--- config.mk ---
export PLATFORM = sky130hd
export DESIGN_NAME = weekly_schedule_switch
export DESIGN_NICKNAME = d
export VERILOG_FILES = /design/src/rtl/core/sws_pkg.sv /design/src/rtl/core/weekly_schedule_switch.sv /design/src/rtl/core/sws_ram.sv /design/src/rtl/core/sws_front.sv /design/src/rtl/core/sws_back.sv
export SDC_FILE = /design/constraint.sdc
export NUM_CORES = 2
export LEC_CHECK = 0
export ABC_AREA = 1
export BUFFER_PORTS_ARGS = -buffer_cell sky130_fd_sc_hd__clkbuf_2
export CORE_MARGIN = 2
export CORE_UTILIZATION = 45
export DETAILED_ROUTE_END_ITERATION = 10
export PLACE_DENSITY = 0.61
export SYNTH_ARGS = -nofsm -noshare
export SYNTH_HDL_FRONTEND = slang
export SYNTH_SLANG_ARGS = --single-unit
--- constraint.sdc ---
create_clock -name aclk -period 6.29 [get_ports aclk]
set_clock_uncertainty 0.05 [all_clocks]
set_input_delay 0.3145 -clock aclk [delete_from_list [all_inputs] [get_ports aclk]]
set_output_delay 0.3145 -clock aclk [all_outputs]
set_load 0.02 [all_outputs]
--- src/rtl/core/sws_pkg.sv ---
package sws_pkg;

    // command codes of the input word
    typedef enum logic [1:0] {
        CMD_WRITE = 2'd0,
        CMD_ALARM = 2'd1,
        CMD_POWER = 2'd2,
        CMD_NOP   = 2'd3
    } cmd_t;

    // power action codes of the result word
    typedef enum logic [1:0] {
        ACT_NONE = 2'd0,
        ACT_ON   = 2'd1,
        ACT_OFF  = 2'd2
    } action_t;

    localparam logic [15:0] ENTRY_END      = 16'hFFFF;
    localparam logic [15:0] ENTRY_MIDNIGHT = 16'h2400;
    localparam logic [14:0] YEAR_MAX       = 15'd9999;
    localparam int          DAYS           = 7;

    // classified input word, as queued between front and back
    typedef struct packed {
        cmd_t        cmd;
        logic        wr_ok;
        logic [2:0]  day;
        logic [3:0]  slot;
        logic [15:0] value;
        logic [2:0]  weekday;
        logic [15:0] cur;
        logic [4:0]  dday;
        logic [3:0]  month;
        logic [13:0] year;
        logic        leap;
    } item_t;

    typedef struct packed {
        action_t     action;
        logic [2:0]  weekday;
        logic [4:0]  hour;
        logic [5:0]  minute;
        logic [4:0]  day;
        logic [3:0]  month;
        logic [13:0] year;
        logic        no_sched;
    } result_t;

endpackage

--- src/rtl/core/weekly_schedule_switch.sv ---
// A write or a no-op command goes from idle straight to the output state, which raises its result word.
// Alarm and power-up read the table through one registered RAM port, a read state and
// an evaluate state per entry: first the day's row, then the other-day search over up
// to 13 days, then the date state and the output state.
// The back end takes one word per such pass and waits while a result is stalled; a 2-word queue takes input meanwhile.
// Reset clears all entry valid bits at once; no clearing pass.
module weekly_schedule_switch #(
    parameter int SLOTS_PER_DAY = 16
) (
    input  logic        aclk,
    input  logic        aresetn,
    input  logic        s_valid,
    output logic        s_ready,
    input  logic [1:0]  s_command,
    input  logic [2:0]  s_entry_day,
    input  logic [3:0]  s_entry_slot,
    input  logic [15:0] s_entry_value,
    input  logic [2:0]  s_now_weekday,
    input  logic [4:0]  s_now_hour,
    input  logic [5:0]  s_now_minute,
    input  logic [4:0]  s_date_day,
    input  logic [3:0]  s_date_month,
    input  logic [13:0] s_date_year,
    input  logic        s_leap_year,
    output logic        m_valid,
    input  logic        m_ready,
    output logic [1:0]  m_power_action,
    output logic [2:0]  m_next_weekday,
    output logic [4:0]  m_next_hour,
    output logic [5:0]  m_next_minute,
    output logic [4:0]  m_next_day,
    output logic [3:0]  m_next_month,
    output logic [13:0] m_next_year,
    output logic        m_no_schedule
);

    localparam int DEPTH = sws_pkg::DAYS * SLOTS_PER_DAY;
    localparam int AW    = $clog2(DEPTH);

    logic             q_valid, q_pop;
    sws_pkg::item_t   q_item;
    logic             ram_we;
    logic [AW-1:0]    ram_addr;
    logic [15:0]      ram_wdata, ram_rdata;
    sws_pkg::result_t res;

    sws_front #(.SLOTS_PER_DAY(SLOTS_PER_DAY)) u_front (
        .aclk, .aresetn, .s_valid, .s_ready, .s_command, .s_entry_day, .s_entry_slot,
        .s_entry_value, .s_now_weekday, .s_now_hour, .s_now_minute, .s_date_day,
        .s_date_month, .s_date_year, .s_leap_year,
        .q_valid, .q_item, .q_pop
    );

    sws_ram #(.WIDTH(16), .DEPTH(DEPTH)) u_ram (
        .aclk, .we(ram_we), .addr(ram_addr), .wdata(ram_wdata), .rdata(ram_rdata)
    );

    sws_back #(.SLOTS_PER_DAY(SLOTS_PER_DAY)) u_back (
        .aclk, .aresetn, .q_valid, .q_item, .q_pop,
        .ram_we, .ram_addr, .ram_wdata, .ram_rdata,
        .m_valid, .m_ready, .m_res(res)
    );

    assign m_power_action = res.action;
    assign m_next_weekday = res.weekday;
    assign m_next_hour    = res.hour;
    assign m_next_minute  = res.minute;
    assign m_next_day     = res.day;
    assign m_next_month   = res.month;
    assign m_next_year    = res.year;
    assign m_no_schedule  = res.no_sched;

endmodule

--- src/rtl/core/sws_ram.sv ---
module sws_ram #(
    parameter int WIDTH = 16,
    parameter int DEPTH = 112
) (
    input  logic                     aclk,
    input  logic                     we,
    input  logic [$clog2(DEPTH)-1:0] addr,
    input  logic [WIDTH-1:0]         wdata,
    output logic [WIDTH-1:0]         rdata
);

    logic [WIDTH-1:0] mem [DEPTH];

    // single port, registered read
    always_ff @(posedge aclk) begin
        if (we) begin
            mem[addr] <= wdata;
        end
        rdata <= mem[addr];
    end

endmodule

--- src/rtl/core/sws_front.sv ---
module sws_front #(
    parameter int SLOTS_PER_DAY = 16
) (
    input  logic                aclk,
    input  logic                aresetn,
    input  logic                s_valid,
    output logic                s_ready,
    input  logic [1:0]          s_command,
    input  logic [2:0]          s_entry_day,
    input  logic [3:0]          s_entry_slot,
    input  logic [15:0]         s_entry_value,
    input  logic [2:0]          s_now_weekday,
    input  logic [4:0]          s_now_hour,
    input  logic [5:0]          s_now_minute,
    input  logic [4:0]          s_date_day,
    input  logic [3:0]          s_date_month,
    input  logic [13:0]         s_date_year,
    input  logic                s_leap_year,
    output logic                q_valid,
    output sws_pkg::item_t      q_item,
    input  logic                q_pop
);

    // binary to two BCD digits, value below 64
    function automatic logic [7:0] to_bcd(input logic [5:0] v);
        logic [2:0] tens;
        logic [5:0] units;
        tens = 3'd0;
        for (int t = 1; t < 7; t++) begin
            if (v >= 6'(t * 10)) begin
                tens = 3'(t);
            end
        end
        units = v - 6'({tens, 3'b000}) - 6'({tens, 1'b0});
        return {1'b0, tens, units[3:0]};
    endfunction

    sws_pkg::item_t in_item;
    sws_pkg::item_t q_reg [2];
    logic           wptr_reg, rptr_reg;
    logic [1:0]     cnt_reg;
    logic           push;

    // classify the incoming word
    always_comb begin
        in_item.cmd     = sws_pkg::cmd_t'(s_command);
        in_item.wr_ok   = (int'(s_entry_day) < sws_pkg::DAYS) &&
                          (int'(s_entry_slot) < SLOTS_PER_DAY);
        in_item.day     = s_entry_day;
        in_item.slot    = s_entry_slot;
        in_item.value   = s_entry_value;
        in_item.weekday = s_now_weekday;
        in_item.cur     = {to_bcd({1'b0, s_now_hour}), to_bcd(s_now_minute)};
        in_item.dday    = s_date_day;
        in_item.month   = s_date_month;
        in_item.year    = s_date_year;
        in_item.leap    = s_leap_year;
    end

    assign s_ready = (cnt_reg != 2'd2);
    assign push    = s_valid && s_ready;
    assign q_valid = (cnt_reg != 2'd0);
    assign q_item  = q_reg[rptr_reg];

    // two-word queue to the back end
    always_ff @(posedge aclk) begin
        if (push) begin
            q_reg[wptr_reg] <= in_item;
        end
        if (!aresetn) begin
            wptr_reg <= 1'b0;
            rptr_reg <= 1'b0;
            cnt_reg  <= 2'd0;
        end else begin
            if (push) begin
                wptr_reg <= ~wptr_reg;
            end
            if (q_pop) begin
                rptr_reg <= ~rptr_reg;
            end
            cnt_reg <= cnt_reg + 2'(push) - 2'(q_pop);
        end
    end

endmodule

--- src/rtl/core/sws_back.sv ---
module sws_back #(
    parameter int SLOTS_PER_DAY = 16
) (
    input  logic                   aclk,
    input  logic                   aresetn,
    input  logic                   q_valid,
    input  sws_pkg::item_t         q_item,
    output logic                   q_pop,
    output logic                   ram_we,
    output logic [$clog2(sws_pkg::DAYS*SLOTS_PER_DAY)-1:0] ram_addr,
    output logic [15:0]            ram_wdata,
    input  logic [15:0]            ram_rdata,
    output logic                   m_valid,
    input  logic                   m_ready,
    output sws_pkg::result_t       m_res
);

    localparam int DEPTH = sws_pkg::DAYS * SLOTS_PER_DAY;
    localparam int AW    = $clog2(DEPTH);
    localparam int IW    = $clog2(SLOTS_PER_DAY + 1);

    typedef enum logic [8:0] {
        ST_IDLE    = 9'b000000001,
        ST_SLOT_RD = 9'b000000010,
        ST_SLOT_EV = 9'b000000100,
        ST_NEXT_RD = 9'b000001000,
        ST_NEXT_EV = 9'b000010000,
        ST_DAY_RD  = 9'b000100000,
        ST_DAY_EV  = 9'b001000000,
        ST_DATE    = 9'b010000000,
        ST_OUT     = 9'b100000000
    } state_t;

    function automatic logic [7:0] from_bcd(input logic [7:0] b);
        return 8'({b[7:4], 3'b000}) + 8'({b[7:4], 1'b0}) + 8'(b[3:0]);
    endfunction

    state_t           state_reg, state_next;
    sws_pkg::item_t   item_reg, item_next;
    sws_pkg::result_t res_reg, res_next;
    logic [IW-1:0]    i_reg, i_next;
    logic [3:0]       d_reg, d_next;
    logic             wrap_reg, wrap_next;
    logic             found1_reg, found1_next;
    logic             stop2_reg, stop2_next;
    logic [2:0]       day_reg, day_next;
    logic [3:0]       ofs_reg, ofs_next;
    logic [15:0]      entry_reg, entry_next;
    logic             m_valid_reg, m_valid_next;
    sws_pkg::result_t out_reg;
    logic [DEPTH-1:0] vld_reg;
    logic             rvld_reg;

    logic [3:0]       rd_day;
    logic [IW-1:0]    rd_slot;
    logic             rd_ok;
    logic             rd_en;
    logic [15:0]      e;
    logic [AW-1:0]    wr_addr;
    logic             f1, s2, sm;
    logic [3:0]       d_first;
    logic [5:0]       dd, mlen;
    logic [4:0]       mm;
    logic [14:0]      yy;
    logic [7:0]       hr8, mn8;

    // table entry seen this cycle; never-written slots read as end marker
    assign e = rvld_reg ? ram_rdata : sws_pkg::ENTRY_END;

    assign wr_addr = AW'(q_item.day) * AW'(SLOTS_PER_DAY) + AW'(q_item.slot);

    // read address: slot scan or first slot of a day
    always_comb begin
        rd_en   = 1'b0;
        rd_day  = {1'b0, item_reg.weekday};
        rd_slot = i_reg;
        if (state_reg == ST_SLOT_RD || state_reg == ST_NEXT_RD) begin
            rd_en = 1'b1;
        end else if (state_reg == ST_DAY_RD) begin
            rd_en   = 1'b1;
            rd_day  = d_reg;
            rd_slot = '0;
        end
        rd_ok = (int'(rd_day) < sws_pkg::DAYS) && (int'(rd_slot) < SLOTS_PER_DAY);
    end

    assign ram_we    = (state_reg == ST_IDLE) && q_valid &&
                       (q_item.cmd == sws_pkg::CMD_WRITE) && q_item.wr_ok;
    assign ram_wdata = q_item.value;
    assign ram_addr  = ram_we ? wr_addr :
                       (rd_ok ? AW'(rd_day) * AW'(SLOTS_PER_DAY) + AW'(rd_slot) : '0);

    assign q_pop   = (state_reg == ST_IDLE) && q_valid;
    assign m_valid = m_valid_reg;
    assign m_res   = out_reg;

    // first day of the other-day search
    assign d_first = 4'(item_reg.weekday) + 4'd1;

    // next alarm date
    always_comb begin
        if (item_reg.month inside {4'd4, 4'd6, 4'd9, 4'd11}) begin
            mlen = 6'd30;
        end else if (item_reg.month == 4'd2) begin
            mlen = item_reg.leap ? 6'd29 : 6'd28;
        end else begin
            mlen = 6'd31;
        end
        dd = 6'(item_reg.dday) + 6'(ofs_reg);
        mm = 5'(item_reg.month);
        yy = 15'(item_reg.year);
        if (dd > mlen) begin
            dd = dd - mlen;
            mm = mm + 5'd1;
            if (mm > 5'd12) begin
                mm = 5'd1;
                yy = yy + 15'd1;
            end
        end
        if (yy > sws_pkg::YEAR_MAX) begin
            yy = sws_pkg::YEAR_MAX;
        end
        hr8 = from_bcd(entry_reg[15:8]);
        mn8 = from_bcd(entry_reg[7:0]);
    end

    // sequencer
    always_comb begin
        state_next   = state_reg;
        item_next    = item_reg;
        res_next     = res_reg;
        i_next       = i_reg;
        d_next       = d_reg;
        wrap_next    = wrap_reg;
        found1_next  = found1_reg;
        stop2_next   = stop2_reg;
        day_next     = day_reg;
        ofs_next     = ofs_reg;
        entry_next   = entry_reg;
        m_valid_next = m_valid_reg;
        f1           = 1'b0;
        s2           = 1'b0;
        sm           = 1'b0;

        if (m_valid_reg && m_ready) begin
            m_valid_next = 1'b0;
        end

        case (state_reg)
            ST_IDLE: begin
                if (q_valid) begin
                    item_next   = q_item;
                    res_next    = '0;
                    i_next      = '0;
                    found1_next = 1'b0;
                    stop2_next  = 1'b0;
                    if (q_item.cmd == sws_pkg::CMD_ALARM) begin
                        state_next = ST_SLOT_RD;
                    end else if (q_item.cmd == sws_pkg::CMD_POWER) begin
                        res_next.action = sws_pkg::ACT_OFF;
                        state_next      = ST_SLOT_RD;
                    end else begin
                        state_next = ST_OUT;
                    end
                end
            end
            ST_SLOT_RD: begin
                state_next = ST_SLOT_EV;
            end
            ST_SLOT_EV: begin
                if (item_reg.cmd == sws_pkg::CMD_ALARM) begin
                    if (e == sws_pkg::ENTRY_END) begin
                        res_next.action = sws_pkg::ACT_OFF;
                        state_next      = ST_DAY_RD;
                    end else if (e == item_reg.cur) begin
                        res_next.action = i_reg[0] ? sws_pkg::ACT_OFF : sws_pkg::ACT_ON;
                        i_next          = i_reg + IW'(1);
                        state_next      = (int'(i_reg) == SLOTS_PER_DAY - 1) ?
                                          ST_DAY_RD : ST_NEXT_RD;
                    end else if (int'(i_reg) == SLOTS_PER_DAY - 1) begin
                        state_next = ST_DAY_RD;
                    end else begin
                        i_next     = i_reg + IW'(1);
                        state_next = ST_SLOT_RD;
                    end
                end else begin
                    // power-up: decision scan and same-day scan in one pass
                    f1 = found1_reg;
                    s2 = stop2_reg;
                    if (!found1_reg && e > item_reg.cur) begin
                        f1              = 1'b1;
                        res_next.action = i_reg[0] ? sws_pkg::ACT_ON : sws_pkg::ACT_OFF;
                    end
                    if (!stop2_reg) begin
                        if (e >= sws_pkg::ENTRY_MIDNIGHT) begin
                            s2 = 1'b1;
                        end else if (e > item_reg.cur) begin
                            s2         = 1'b1;
                            sm         = 1'b1;
                            entry_next = e;
                            day_next   = item_reg.weekday;
                            ofs_next   = 4'd0;
                        end
                    end
                    found1_next = f1;
                    stop2_next  = s2;
                    if ((f1 && s2) || int'(i_reg) == SLOTS_PER_DAY - 1) begin
                        state_next = sm ? ST_DATE : ST_DAY_RD;
                    end else begin
                        i_next     = i_reg + IW'(1);
                        state_next = ST_SLOT_RD;
                    end
                end
                if (state_next == ST_DAY_RD) begin
                    if (d_first >= 4'd7) begin
                        d_next    = 4'd0;
                        wrap_next = 1'b1;
                    end else begin
                        d_next    = d_first;
                        wrap_next = 1'b0;
                    end
                end
            end
            ST_NEXT_RD: begin
                state_next = ST_NEXT_EV;
            end
            ST_NEXT_EV: begin
                if (e != sws_pkg::ENTRY_END && e != sws_pkg::ENTRY_MIDNIGHT) begin
                    entry_next = e;
                    day_next   = item_reg.weekday;
                    ofs_next   = 4'd0;
                    state_next = ST_DATE;
                end else begin
                    state_next = ST_DAY_RD;
                    if (d_first >= 4'd7) begin
                        d_next    = 4'd0;
                        wrap_next = 1'b1;
                    end else begin
                        d_next    = d_first;
                        wrap_next = 1'b0;
                    end
                end
            end
            ST_DAY_RD: begin
                state_next = ST_DAY_EV;
            end
            ST_DAY_EV: begin
                if (e != sws_pkg::ENTRY_END && e != sws_pkg::ENTRY_MIDNIGHT) begin
                    entry_next = e;
                    day_next   = d_reg[2:0];
                    ofs_next   = wrap_reg ? 4'd7 - 4'(item_reg.weekday) + d_reg
                                          : d_reg - 4'(item_reg.weekday);
                    state_next = ST_DATE;
                end else if (d_reg == 4'd6) begin
                    if (wrap_reg) begin
                        res_next.no_sched = 1'b1;
                        state_next        = ST_OUT;
                    end else begin
                        d_next     = 4'd0;
                        wrap_next  = 1'b1;
                        state_next = ST_DAY_RD;
                    end
                end else begin
                    d_next     = d_reg + 4'd1;
                    state_next = ST_DAY_RD;
                end
            end
            ST_DATE: begin
                res_next.weekday = day_reg;
                res_next.hour    = hr8[4:0];
                res_next.minute  = mn8[5:0];
                res_next.day     = dd[4:0];
                res_next.month   = mm[3:0];
                res_next.year    = yy[13:0];
                state_next       = ST_OUT;
            end
            ST_OUT: begin
                if (!m_valid_reg || m_ready) begin
                    m_valid_next = 1'b1;
                    state_next   = ST_IDLE;
                end
            end
            default: begin
                state_next = ST_IDLE;
            end
        endcase
    end

    // control and working registers
    always_ff @(posedge aclk) begin
        item_reg   <= item_next;
        res_reg    <= res_next;
        i_reg      <= i_next;
        d_reg      <= d_next;
        wrap_reg   <= wrap_next;
        found1_reg <= found1_next;
        stop2_reg  <= stop2_next;
        day_reg    <= day_next;
        ofs_reg    <= ofs_next;
        entry_reg  <= entry_next;
        rvld_reg   <= rd_en && rd_ok && vld_reg[ram_addr];
        if (state_reg == ST_OUT && (!m_valid_reg || m_ready)) begin
            out_reg <= res_reg;
        end
        if (!aresetn) begin
            state_reg   <= ST_IDLE;
            m_valid_reg <= 1'b0;
            vld_reg     <= '0;
        end else begin
            state_reg   <= state_next;
            m_valid_reg <= m_valid_next;
            if (ram_we) begin
                vld_reg[wr_addr] <= 1'b1;
            end
        end
    end

endmodule

# Yosys cells after proc, flatten, opt, wreduce, memory -nomap -nowiden
# Memories as Yosys holds them, arrays and structs flattened. A register that Yosys moved wholly into a read port is not among the register bits.
# Cells that the tools add are included.
[totals]
reg_bits = 287
ram_bits = 1926
input_bits = 67
output_inout_bits = 42
mem_count = 2
[memory_table]
columns = ["memory", "words", "word_bits", "read_ports", "rd_ports_with_merged_regs", "write_ports", "line_no", "rtl"]
rows = [
  ["u_ram.mem", 112, 16, 1, 1, 1, "sws_ram.sv:12", "logic [WIDTH-1:0] mem [DEPTH];"],
  ["u_front.q_reg", 2, 67, 1, 1, 1, "sws_front.sv:39", "sws_pkg::item_t q_reg [2];"],
]
[classes]
n_addsub = 22
order_cmp = 24
n_eq_ne = 45
muxes = 133
bitwise = 3
n_reduce_logical = 38
[op_table]
columns = ["op", "n"]
rows = [
  ["OR 112 bit", 1],
  ["two-way mux 9 bit", 12],
  ["two-way mux 16 bit", 6],
  ["case mux 9 bit (9 select lines)", 1],
  ["case mux 37 bit (2 select lines)", 1],
  ["two-way mux 4 bit", 17],
  ["two-way mux 5 bit", 9],
  ["two-way mux 3 bit", 14],
  ["two-way mux 40 bit", 1],
  ["two-way mux 1 bit", 39],
  ["case mux 16 bit (2 select lines)", 1],
  ["two-way mux 15 bit", 2],
  ["two-way mux 6 bit", 4],
  ["case mux 4 bit (3 select lines)", 2],
  ["two-way mux 2 bit", 10],
  ["AND reduction 5 bit", 4],
  ["equality test 9 x 6 -> 1 bit, second input constant", 2],
  [">= comparator 5 x 6 -> 1 bit, second input constant", 3],
  [">= comparator 6 bit, second input constant", 3],
  ["inequality test 2 x 1 -> 1 bit, second input constant", 9],
  ["equality test 16 bit", 1],
  ["equality test 16 bit, second input constant", 1],
  [">= comparator 16 x 14 -> 1 bit, second input constant", 1],
  ["> comparator 16 bit", 1],
  ["77 further kinds", 120],
]

# Depth between registers and ports, before layout
[depth]
word_depth = 15
depth_mapped = 25
ltp_nobuf = 22

# Cells and area by module
# From an unflattened synthesis, not the netlist that was laid out.
[unflattened]
cells_unflattened = 9057
area_unflattened_um2 = 94299.2
[by_module_without_submodules]
columns = ["mod", "n_inst", "cells_each", "area_each_um2", "seq_area_each_um2"]
rows = [
  ["sws_ram", 1, 7268, 75282.2, 54131.9],
  ["sws_back", 1, 1471, 13550.5, 7267.0],
  ["sws_front", 1, 318, 5466.5, 4063.9],
]

# Least setup slack after synthesis
# No wires, ideal clock.
[synth_path]
kind = "flip-flop to flip-flop"
startpoint = "register u_front.cnt_reg[0]"
endpoint = "memory u_front.q_reg[1][0] in the netlist's numbering, enable pin"
setup_time_ns = 0.492
arrival_time_ns = 3.432
required_ns = 5.748
path_slack_ns = 2.317
stages_incl_launch_ff = 5
period_less_slack_ns = 3.973
path_cell_list = "dfxtp_1 > inv_1 > nand2_1 > nand2_1 > nor2_1"
[synth_via]
elab_chain_len = 4
[synth_rtl]
columns = ["item", "line_no", "rtl"]
rows = [
  ["start, declared", "sws_front.sv:41", "logic [1:0] cnt_reg;"],
  ["start signal, assigned", "sws_front.sv:81", "cnt_reg <= cnt_reg + 2'(push) - 2'(q_pop);"],
  ["inequality test 2 bit", "sws_front.sv:60", "assign s_ready = (cnt_reg != 2'd2);"],
  ["named net s_ready", "weekly_schedule_switch.sv:13", "output logic s_ready,"],
  ["logical AND 1 bit", "sws_front.sv:61", "assign push = s_valid && s_ready;"],
  ["two-way mux 1 bit", "sws_front.sv:67", "if (push) begin"],
  ["two-way mux 1 bit (implied by the code)", "sws_front.sv:68", "q_reg[wptr_reg] <= in_item;"],
  ["end, declared", "sws_front.sv:39", ""],
]
# The timed path passes the listed nets, and every way through them passes these cells.

==> flow_summary.toml <==
[run_status]
outcome = "complete, no violations"

[cts]
numCtsBuffers = 225
cts_tree = "built"
clock_latency_ps = 880
cts_setup_buffers = 0
cts_num_sinks = 2225
hold_buffers = 71
cts.root.buffer_cell = "clkbuf_16"
clkTransAtPathRegs_ps = 60
htree_levels = 4
ctsResizeCount = 0
clock_path_buffers = 3

[synthesis]
avgSynthCellArea_um2 = 10.4
synth_top_area_share_pct = 64.9
synth-seq-cells = 2225
synth-async-reset-ratio_pct = 0
synth_nets = 9396
synth_edf_count = 2081
yosys_warnings = 0
synth_area_leaders = "edfxtp_1 (65%), nand2_1 (11%), inv_1 (5.0%), nand3_1 (3.7%), nor2_1 (3.4%)"
synth_cell_type_count = 52
syn_inst = 9262
ys.flop_type = "edfxtp_1"
ys_seq_area_share_pct = 67.9
synth_area_leader_cell = "edfxtp_1"
syn_area_um2 = 96300

[timing]
hold_slack_ps = 72.8
final.setup.tns_ps = 0
final_hold_viol_count = 0
min_period_ps = 5780
maxSlewViolCount = 0
relSlewSlack_pct = 11.9
tightest_slew_ps = 1320
rsz0062_at_grt = "no"
timing.final.crit_share_pct = 91.9
setup_viol = 0
fmax_mhz = 173

[detailed_routing]
drt-total-wl_mm = 267
first_pass_iters = 7
top_layer = "met5"
drtIter0Drc = 7231
wl_met2_mm = 125
wl_met1_mm = 114
drc = 0
ant_nets = 0
via_per_inst = 5.23
num_vias = 65200
post_drt_wl_per_cell_um = 21.4
routed-wl-met3_mm = 20.6

[power]
powerDensity_nw_per_um2 = 494
irDropWorstVdd_v = 0.000501
p_leak_nw = 44.2

[floorplan]
pin_count = 109
fp.dieW_um = 467
placementRows = 169
fp.dieH_um = 467
start_util_pct = 45.4
core-area_um2 = 212000
die_area_um2 = 218000

[worst_setup_path]
slowest_stage = "a21oi_1"
r2r-end = "u_ram.rdata[1]"
endpoint = "u_ram.rdata[1]"
path_class = "reg2reg"
path_cells = "inv_2, or2_2, o21ai_0, ha_1, inv_1, nor2_2, inv_2, nor2_4, buf_4, nand2_1, nand2_2, buf_4, nor2_4, buf_4, buf_4, nand3_1, nand2_1, nor2_1, nor2_1, nor2_1, nand2_1, a21oi_1, nand2_1"
cp.arrival_ps = 6470
start_kind = "register"
endpoint_kind = "register"
regToRegSetupSlack_ps = 510
slowest_delay_ps = 760
crit_path_max_fanout = 41
reg2reg_depth = 23
crit_required_ps = 6980

[global_routing]
grt_max_degree = 177
grt_pass1_vias = 62500
grt_overflow = 0
antenna_found_initial = 6
grt_usage_pct = 24.3
grt_pass1_wl_mm = 399

[final_layout]
finalNetCount = 9590
drive_gt1_share_pct = 8.39
largest_reg_flops = 1792
syn_to_final_growth_pct = 12.7
finish.utilization_pct = 51.1
final_common_cell = "nand2_1"
final_cell_mix = "nand2_1 (2759), edfxtp_1 (2081), inv_1 (1274)"
nFillCells = 18600

[hold_path]
hold_class = "in2reg"

[flow_run]
maxCapViolations = 0

[place]
gp_congestion = 0.892
dp_hpwl_mm = 158
portBuffers = 108
==> worst min-delay path by stage <==
| stage | depth (start not counted) | end | slack (ps) | from |
|---|---|---|---|---|
| final | 6 | u_front.q_reg[0][27] | 70 | s_now_minute[0] |
| after global routing | 2 | u_front.q_reg[0][52] | 80 | s_entry_value[11] |
| after CTS | 6 | u_front.q_reg[0][27] | 10 | s_now_minute[0] |
| after detailed placement | 0 | u_back.m_res[15] | 350 | u_back.res_reg[15] |
| after global placement | 0 | u_back.m_res[22] | 350 | u_back.res_reg[22] |
| after floorplan | 0 | u_back.m_res[0] | 350 | u_back.res_reg[0] |
==> synthesized netlist by cell type, drive strengths merged (58+ instances only) <==
cell and number:
nand2 2787, edfxtp 2081, inv 1292, nor2 887, nand3 723, buf 290, nand3b 240, o21ai 185
clkbuf 145, dfxtp 144, a21oi 90, a31oi 80, or2 66, o211ai 59, ha 58
==> metrics by stage <==
step | total power, W | area [um^2] | std cells | setup slack [ps]
2_1_floorplan | 0.0316 | 96300 | 9262 | 2320
3_3_place_gp | 0.0399 | 100000 | 12000 | 663
3_5_place_dp | 0.0401 | 100000 | 12000 | 673
4_1_cts | 0.0535 | 108000 | 12500 | 661
5_1_grt | 0.0560 | 108000 | 12500 | 254
6_report | 0.0535 | 108000 | 12500 | 512
==> layout make-up <==
type | count | area [um^2] | share of cell area, %
diodes | 1 | 2.50 | 0.00231
flip-flops and latches | 2225 | 65400 | 60.3
repair buffers | 402 | 3140 | 2.89
inverters | 1294 | 4870 | 4.49
clock buffers | 285 | 5970 | 5.50
clock inverters | 136 | 1420 | 1.30
multi-input cells | 5308 | 24200 | 22.3
well taps | 2821 | 3530 | 3.25
==> power breakdown <==
part / leakage (nW) / internal [W] / switching (W)
Combinational: 20.6 / 0.00461 / 0.0165
Clock: 3.60 / 0.00766 / 0.00575
Sequential: 20.0 / 0.0187 / 0.000337
Total: 44.2 / 0.0309 / 0.0226
==> logic make-up (layout without fill, tap and decap cells) <==
logic type      after synthesis  in the layout  synth area share, %
buf+inv                    1729           2117                 7.21
simple gates               4763           4763                 20.9
other cells                   0              1                    0
mux                           1              1               0.0104
compound gates              438            438                 2.66
flops                      2225           2225                 67.9
xor+xnor                     39             39                0.355
fa+ha+maj                    67             67                0.941
==> metal layers <==
layer  track usage (%)  up-vias
met4              7.98        4
met5                 0        -
met2              38.9     2546
met3              3.53      398
met1              34.0    31700
li1                  -    30600
==> worst max-delay path: cells and delay by family (launching register included) <==
kind	cells	cell delay, ps
buffers and inverters	7	1670
DFF	1	360
AOI/OAI and AO/OA	2	930
adders and majority gates	1	230
and+or+nand+nor	13	2320
Note: power is estimated with default switching activity, not from simulation.
